[src/bitmap_frame_allocator_assert.svh]
// Assertion macros used by the bitmap frame allocator top level.
// Each macro expects clk_i and rst_ni to be visible where it is used.
`ifndef BITMAP_FRAME_ALLOCATOR_ASSERT_SVH
`define BITMAP_FRAME_ALLOCATOR_ASSERT_SVH

// Same-cycle implication, disabled while reset is asserted.
`define BFA_ASSERT_IMPL(lbl, ante, cons, msg) \
  lbl: assert property (@(posedge clk_i) disable iff (!rst_ni) (ante) |-> (cons)) \
    else $error(msg);

// Next-cycle implication, disabled while reset is asserted.
`define BFA_ASSERT_NEXT(lbl, ante, cons, msg) \
  lbl: assert property (@(posedge clk_i) disable iff (!rst_ni) (ante) |=> (cons)) \
    else $error(msg);

`endif

[src/bfa_pkg.sv]
// Shared types, constants and helper functions of the bitmap frame allocator.
// No dependencies; used by bfa_ctrl, bfa_dp and bitmap_frame_allocator.
`default_nettype none

package bfa_pkg;

  // Default geometry.
  localparam int BITMAP_WORDS_DEF = 1024;
  localparam int FRAME_SHIFT_DEF  = 12;

  // Field widths.
  localparam int CMD_W     = 2;
  localparam int ADDR_W    = 32;
  localparam int CNT_W     = 16;
  localparam int STATUS_W  = 2;
  localparam int WORD_W    = 32;
  localparam int CFG_IDX_W = 1;
  localparam int S_TDATA_W = 32;
  localparam int M_TDATA_W = 80;

  // Register values after reset.
  localparam logic [CNT_W-1:0] RST_FRAME_COUNT = 16'd32768;
  localparam logic [CNT_W-1:0] RST_RESERVED    = 16'd1024;

  typedef enum logic [CMD_W-1:0] {
    CMD_INIT  = 2'd0,
    CMD_ALLOC = 2'd1,
    CMD_FREE  = 2'd2,
    CMD_NOP   = 2'd3
  } cmd_e;

  typedef enum logic [STATUS_W-1:0] {
    STATUS_OK  = 2'd0,
    STATUS_OOM = 2'd1,
    STATUS_OOB = 2'd2
  } status_e;

  typedef enum logic [CFG_IDX_W-1:0] {
    CFG_FRAME_COUNT = 1'b0,
    CFG_RESERVED    = 1'b1
  } cfg_reg_e;

  // Commands from the controller to the datapath.
  typedef struct packed {
    logic take;        // latch the incoming word, clear the result
    logic init_start;  // snapshot the registers, restart the layout sweep
    logic sweep_step;  // write one layout word
    logic scan_start;  // start the free-bit scan at the hint
    logic read_scan;   // read the word under the scan pointer
    logic alloc_next;  // advance the scan pointer
    logic alloc_fail;  // report out of memory
    logic alloc_take;  // mark the found bit used and report its address
    logic read_free;   // read the word holding the frame to free
    logic free_oob;    // report a free beyond storage
    logic free_write;  // clear the frame's bit
    logic respond;     // load the output register
  } dp_cmd_t;

  // Status from the datapath to the controller.
  typedef struct packed {
    logic sweep_last;
    logic scan_stop;
    logic word_full;
    logic hit_ok;
    logic free_oob;
    logic out_busy;
  } dp_status_t;

  // Mask with the lowest n bits set, n from 0 to 32.
  function automatic logic [WORD_W-1:0] ones_below(input logic [5:0] n);
    logic [WORD_W-1:0] m;
    for (int i = 0; i < WORD_W; i++) begin
      m[i] = (6'(i) < n);
    end
    return m;
  endfunction

  // Position of the lowest clear bit; only meaningful when one exists.
  function automatic logic [4:0] first_zero(input logic [WORD_W-1:0] w);
    logic [4:0] idx;
    idx = '0;
    for (int i = WORD_W - 1; i >= 0; i--) begin
      if (!w[i]) begin
        idx = 5'(i);
      end
    end
    return idx;
  endfunction

endpackage

`default_nettype wire

[src/bfa_ctrl.sv]
// Command sequencer of the bitmap frame allocator.
// Uses bfa_pkg for the command and status structs; drives bfa_dp.
`default_nettype none

module bfa_ctrl (
  input  wire logic                clk_i,
  input  wire logic                rst_ni,
  input  wire logic                s_valid_i,
  output logic                     s_ready_o,
  input  wire bfa_pkg::cmd_e       s_cmd_i,
  input  wire bfa_pkg::dp_status_t st_i,
  output bfa_pkg::dp_cmd_t         cmd_o
);

  typedef enum logic [7:0] {
    CLEAR     = 8'b0000_0001,
    IDLE      = 8'b0000_0010,
    INIT      = 8'b0000_0100,
    ALLOC_RD  = 8'b0000_1000,
    ALLOC_CHK = 8'b0001_0000,
    FREE_RD   = 8'b0010_0000,
    FREE_WR   = 8'b0100_0000,
    RESP      = 8'b1000_0000
  } state_e;

  state_e state_q, state_d;

  // Next state and datapath commands.
  always_comb begin
    state_d   = state_q;
    cmd_o     = '0;
    s_ready_o = 1'b0;
    unique case (state_q)
      CLEAR: begin
        cmd_o.sweep_step = 1'b1;
        if (st_i.sweep_last) begin
          state_d = IDLE;
        end
      end
      IDLE: begin
        s_ready_o = 1'b1;
        if (s_valid_i) begin
          cmd_o.take = 1'b1;
          unique case (s_cmd_i)
            bfa_pkg::CMD_INIT: begin
              cmd_o.init_start = 1'b1;
              state_d = INIT;
            end
            bfa_pkg::CMD_ALLOC: begin
              cmd_o.scan_start = 1'b1;
              state_d = ALLOC_RD;
            end
            bfa_pkg::CMD_FREE: begin
              state_d = FREE_RD;
            end
            bfa_pkg::CMD_NOP: begin
              state_d = RESP;
            end
          endcase
        end
      end
      INIT: begin
        cmd_o.sweep_step = 1'b1;
        if (st_i.sweep_last) begin
          state_d = RESP;
        end
      end
      ALLOC_RD: begin
        if (st_i.scan_stop) begin
          cmd_o.alloc_fail = 1'b1;
          state_d = RESP;
        end else begin
          cmd_o.read_scan = 1'b1;
          state_d = ALLOC_CHK;
        end
      end
      ALLOC_CHK: begin
        priority if (st_i.word_full) begin
          cmd_o.alloc_next = 1'b1;
          state_d = ALLOC_RD;
        end else if (st_i.hit_ok) begin
          cmd_o.alloc_take = 1'b1;
          state_d = RESP;
        end else begin
          cmd_o.alloc_fail = 1'b1;
          state_d = RESP;
        end
      end
      FREE_RD: begin
        if (st_i.free_oob) begin
          cmd_o.free_oob = 1'b1;
          state_d = RESP;
        end else begin
          cmd_o.read_free = 1'b1;
          state_d = FREE_WR;
        end
      end
      FREE_WR: begin
        cmd_o.free_write = 1'b1;
        state_d = RESP;
      end
      RESP: begin
        if (!st_i.out_busy) begin
          cmd_o.respond = 1'b1;
          state_d = IDLE;
        end
      end
      default: begin
        state_d = IDLE;
      end
    endcase
  end

  // State register; reset starts the layout sweep.
  always_ff @(posedge clk_i or negedge rst_ni) begin
    if (!rst_ni) begin
      state_q <= CLEAR;
    end else begin
      state_q <= state_d;
    end
  end

endmodule

`default_nettype wire

[config.mk]
export PLATFORM = sky130hd
export DESIGN_NAME = bfa_ctrl
export DESIGN_NICKNAME = d
export VERILOG_FILES = /design/src/bitmap_frame_allocator_assert.svh /design/src/bfa_pkg.sv /design/src/bfa_ctrl.sv
export SDC_FILE = /design/constraint.sdc
export NUM_CORES = 1
export LEC_CHECK = 0
export ABC_AREA = 1
export CORE_UTILIZATION = 30
export CTS_BUF_LIST = sky130_fd_sc_hd__clkbuf_16
export CTS_CLUSTER_DIAMETER = 120
export DETAILED_ROUTE_END_ITERATION = 6
export DONT_BUFFER_PORTS = 1
export GPL_ROUTABILITY_DRIVEN = 0
export SKIP_CTS_REPAIR_TIMING = 1
export SYNTH_ARGS = -nofsm -noshare
export SYNTH_HDL_FRONTEND = slang
export SYNTH_SLANG_ARGS = --single-unit
[constraint.sdc]
create_clock -name clk_i -period 1.7 [get_ports clk_i]
set_input_delay 0.085 -clock clk_i [delete_from_list [all_inputs] [get_ports clk_i]]
set_output_delay 0.085 -clock clk_i [all_outputs]
set_load 0.1 [all_outputs]
==> results of run 1 <==
-- synth_stat cells --
| cell type | instances |
|---|---|
| inv_1 | 22 |
| nand2_1 | 22 |
| nor2_1 | 20 |
| nand3_1 | 11 |
| dfrtp_1 | 7 |
| nor3_1 | 6 |
| nand2_2 | 3 |
| nor2_2 | 2 |
| nor2_4 | 2 |
| o21ai_1 | 2 |
| a21oi_1 | 1 |
| dfstp_2 | 1 |
| inv_2 | 1 |
| nand2_4 | 1 |
| nand3_2 | 1 |
| nand4_1 | 1 |
| o21ai_0 | 1 |
-- worst max-delay path, cell delays in order (launching register included) --
cell and delay [ps]:
dfrtp_1 410, nor2_4 200, nand2_4 80, inv_4 80
nand2_4 60, nor2_4 110, inv_2 70, o21ai_4 180
buf_12 190
-- per-layer routing --
layer | wire length [microns] | up-vias | GRT usage [%] | part of all wire [%]
met3 | 94 | 5 | 4.53 | 4.7
met2 | 1140 | 24 | 33.8 | 57
li1 | - | 377 | - | -
met1 | 714 | 358 | 21.2 | 36
met5 | 0 | - | 0 | 0
met4 | 44 | 0 | 10.0 | 2.2
-- cell type report --
class | count | area (sq um)
sequential | 8 | 203
fill | 179 | 793
clock buffer | 3 | 75.1
tap | 27 | 33.8
clock inverter | 1 | 3.75
multi-input combinational | 73 | 478
inverter | 23 | 88.8
timing repair buffer | 25 | 287
-- cells by family (layout without fill, tap and decap cells) --
kind of cell	Yosys count	count (layout)	share of synthesized area (%)
buffers and inverters	23	52	13.7
AO/OA/AOI/OAI	4	4	3.17
AND/OR/NAND/NOR	69	69	51.3
flip-flops	8	8	31.9
-- metrics by stage --
step / std cells / area (sq um) / setup TNS [ps]
6_report: 160 / 1170 / -6.05
5_1_grt: 160 / 1170 / -168
4_1_cts: 148 / 1000 / -262
3_5_place_dp: 144 / 925 / 0
3_3_place_gp: 144 / 925 / 0
2_1_floorplan: 104 / 689 / -1680
-- how the worst max path moves through the flow --
stage / cells past startpoint / slack (ps) / end
2_1_floorplan: 3 / -390 / cmd_o[9]
3_3_place_gp: 8 / 240 / cmd_o[5]
3_5_place_dp: 8 / 160 / cmd_o[5]
4_1_cts: 8 / -100 / cmd_o[5]
5_1_grt: 8 / -60 / cmd_o[5]
6_report: 8 / -6 / cmd_o[5]
-- report_power, final --
part | switching, uW | internal [uW] | total (uW)
sequential | 51.6 | 235 | 287
combinational | 910 | 473 | 1380
clock | 107 | 308 | 415
total | 1070 | 1020 | 2090
==> metrics.txt, run 1 <==
post-synth cell types=17; maximum fanout along the worst path=4; syn nets=115; Peak supply drop=1.62 mV; largest net degree at the start of global routing=9; Hold Vio Cnt, Final=1; largest register by flop count=state_q; H-tree levels=1; fin. max-slew vios=0; final setup fails=1; GRT Resource Usage Total=about a fifth; FF-to-FF End=state_q[7]; total grt overflow=0; Tmin final=approximately 1700 ps; FP Rows=16; failing checks=negative hold slack, negative setup slack; DRC viols=0; RSZ-0062 raised after global routing=yes; Avg WL per Cell=~12 microns; Initial DRC Count=14; Hold Crit Endpoint=state_q[5]; Clock Tree Buf Depth=2; YS warnings=0; FF-to-FF Start=state_q[2]; post-DP HPWL=1430 microns; Achievable Freq=approximately 0.59 GHz; sequential-to-total area share from yosys stat=between 30% and 40%; Syn Inst Count=between 100 and 150; global-route wire length before repair=approximately 2900 microns; FF-to-FF path depth=10; Leak=approximately 0.00059 uW; layout cells sized above 1=a little under 40%; CTS sink count=8; WS Path Type=reg -> out; clk_lat worst skew=about 240 ps; data required time of the critical path=between 1500 and 2000 ps; CTS clock-pin slew for the worst setup and hold paths=about 40 ps; Vias/cell=about 4.8; Synth area leaders=dfrtp_1 28%, inv_1 13%, nand2_1 13%; fin util=59.6%; I/O Buffers=0; dpl ws=164 ps; worst hold slack=-5.90 ps; TritonCTS clock tree=yes; crit path DAT=roughly 1600 ps; biggest regs=state_q: 8 flops; CTS Buf Count=3; Critical Path Sink Type=primary output; worst-margin pin slew=around 390 ps; initial antenna violation count=0; Vias=between 700 and 800; clk root buf=clkbuf_16; CP startpoint=state_q[2]; area grow syn2layout=85.0%; commonest non-fill, non-tap cells in the layout=22 x inv_1, 22 x nand2_1, 14 x buf_4; ANT cells=0; hold path cells=2; FF-to-FF setup slack=~60 ps; Hold Startpoint=s_cmd_i[1]; Largest register FFs=8; Yosys top cell area share=27.7%; Final period util=100%; Final ANT Viol Nets=0; Max-cap violations=0; drt first pass iters=4; Core Area=~0.0020 sq mm; Top-Level Pins=24; Pwr per Cell Area=between 1500 and 2000 mW/mm^2; Hold Crit Class=in -> reg; critical path launch point type=register; Mean Syn Cell Area=~6.1 sq um; DIE HEIGHT=between 40 and 50 microns; status=finished with violations; final wirelength=1990 microns; nets=145; vias in the first global route=between 600 and 700; Clock Skew=around 6.3 ps; worst relative slew slack=73.8%; Initial Util=about 32%; total power=roughly 2100 uW; die area=0.00229 sq mm; die width=47.9 microns; post-route setup slack=-6.05 ps; synthesis-stage register bit count=8; area of the mapped netlist=between 600 and 700 sq um; dominant cell type by area after synthesis=dfrtp_1
Note: power is estimated with default switching activity, not from simulation.
==> run 2, diff against run 1 <==
Settings changed: BUFFER_PORTS_ARGS set to -buffer_cell sky130_fd_sc_hd__buf_2, DONT_BUFFER_PORTS 1 to not set.
==> run 2 against run 1 <==
The run now ends clean. Worst setup slack improved by 35 ps. Wire length fell by 6.8%. Worst hold slack improved by 62 ps. Core utilization fell by 0.51 points. Clock power fell by 4%. Non-clock buffer count rose by 3. Flip-flop and latch count did not move. Register-to-register slack improved by 120 ps. Clock-buffer cell count did not move. Largest power group unchanged. Highest routed layer unchanged.
==> metrics.txt, run 2 (same netlist as run 1, synthesis figures left out) <==
placed instance area=~0.0010 sq mm; TritonCTS clock tree=yes; Int Power=966 uW; Final ANT Viol Nets=0; CP endpoint=cmd_o[8]; total grt overflow=0; initial antenna violation count=0; Peak supply drop=1.44 mV; Top-Level Pins=24; nets=between 100 and 150; layout cells sized above 1=41.2%; FF-to-FF setup slack=180 ps; largest register by flop count=state_q; DIE HEIGHT=approximately 48 microns; worst-margin pin slew=~500 ps; Vias=742; register share of total power=14.5%; total power=just under 2000 uW; FF-to-FF End=state_q[7]; Critical Path Sink Type=primary output; RSZ-0062 raised after global routing=yes; global-route wire length before repair=roughly 2900 microns; Psw=between 1000 and 1500 uW; FF-to-FF Start=state_q[2]; Pwr per Cell Area=between 1500 and 2000 mW/mm^2; worst relative slew slack=just under 70%; H-tree levels=1; Avg WL per Cell=around 11 microns; Initial DRC Count=10; biggest regs=state_q: 8 flops; Core Area=between 0.0015 and 0.002 sq mm; placed insts=between 150 and 200; die width=approximately 48 microns; fin util=between 50% and 60%; GRT Resource Usage Total=about a fifth; largest net degree at the start of global routing=9; area grow syn2layout=83.4%; post-DP HPWL=between 1000 and 1500 microns; final wirelength=approximately 1900 microns; ANT cells=0; Gate power share=between 60% and 70%; Tmin final=approximately 1700 ps; I/O Buffers=23; Post-Layout Cell Count=between 150 and 200; vias in the first global route=722; die area=between 0.002 and 0.0025 sq mm; Initial Util=about 32%; commonest non-fill, non-tap cells in the layout=22 x inv_1, 22 x nand2_1, 13 x nor2_1; crit path DAT=about 1600 ps; data required time of the critical path=between 1500 and 2000 ps; Clock Skew=3.38 ps; Vias/cell=between 4 and 5; clk root buf=clkbuf_16; status=finished, final reports clean; Achievable Freq=0.598 GHz; clk_lat worst skew=240 ps; Largest register FFs=8; Final Cell Area=between 0.001 and 0.0015 sq mm; Hold Crit Class=in -> reg; CTS sink count=8; final setup fails=0; FP Rows=16; setup_tns=0 ps; slowest stage delay, CP=slightly above 400 ps; CTS Buf Count=3; Leak=0.000597 uW; CTS clock-pin slew for the worst setup and hold paths=roughly 40 ps; WS Path Type=reg -> out; maximum fanout along the worst path=5; drt first pass iters=4; Hold Vio Cnt, Final=0; fillers=194; critical path launch point type=register; Clock Tree Buf Depth=2; Max-cap violations=0; sw frac=between 50% and 60%; DRC viols=0; clock share of power=20.3%; slowest stage cell on the critical path=dfrtp_1; cell mode on critical path=nor2_4; FF-to-FF path depth=9; fin. max-slew vios=0; CP startpoint=state_q[2]; crit-path cells=nor2_4 > nand3_2 > nor2_4 > nand3_2 > nor2_4 > buf_12; Final period util=between 90% and 100%
-- run 2: cell types whose count changed in the layout (fill, tap and decap cells not counted), sizes merged --
cell and change:
buf +5, dlygate4sd3 -2
-- run 2: critical path, delay by kind of cell, from the launching register on --
kind | cells | cell delay [ps]
DFF | 1 | 410
buffers and inverters | 1 | 180
and+or+nand+nor | 5 | 750
-- run 2: cell type report --
type                       count  area, sq um  area share [%]
clock buffer                   3         75.1            6.48
clock inverter                 1         3.75           0.324
inverter                      23         88.8            7.67
multi-input combinational     73          434            37.5
sequential                     8          203            17.5
tap                           27         33.8            2.92
timing repair buffer          28          320            27.6
-- run 2: power groups by stage --
stage / Sequential (uW) / Combinational, uW / Clock [uW]
after detailed placement: 277 / 1130 / 0
after floorplan: 269 / 841 / 0
after CTS: 276 / 1140 / 402
final: 285 / 1280 / 400
after global routing: 289 / 1380 / 416
after global placement: 273 / 1110 / 0
-- run 2: how the worst min path moves through the flow --
stage	start	to	slack (ps)	cells past startpoint
4_1_cts	rst_ni	state_q[6]	-310	1
3_3_place_gp	rst_ni	state_q[2]	-70	1
5_1_grt	st_i[4]	state_q[4]	70	2
6_report	st_i[4]	state_q[4]	60	2
3_5_place_dp	rst_ni	state_q[3]	-70	1
2_1_floorplan	rst_ni	state_q[1]	-210	0
-- run 2: stage by stage --
stage	setup WS [ps]	hold WS [ps]
global route	-59.2	65.9
floorplan	-395	-211
finish	28.6	55.9
CTS	-74.7	-310
detailed placement	178	-69.0
global placement	225	-69.3
-- run 2: routing by layer --
metal | routed length [microns] | GRT usage [%]
met1 | 747 | 19.7
met2 | 1010 | 36.8
met3 | 71 | 5.66
met4 | 25 | 6.67
met5 | 0 | 0
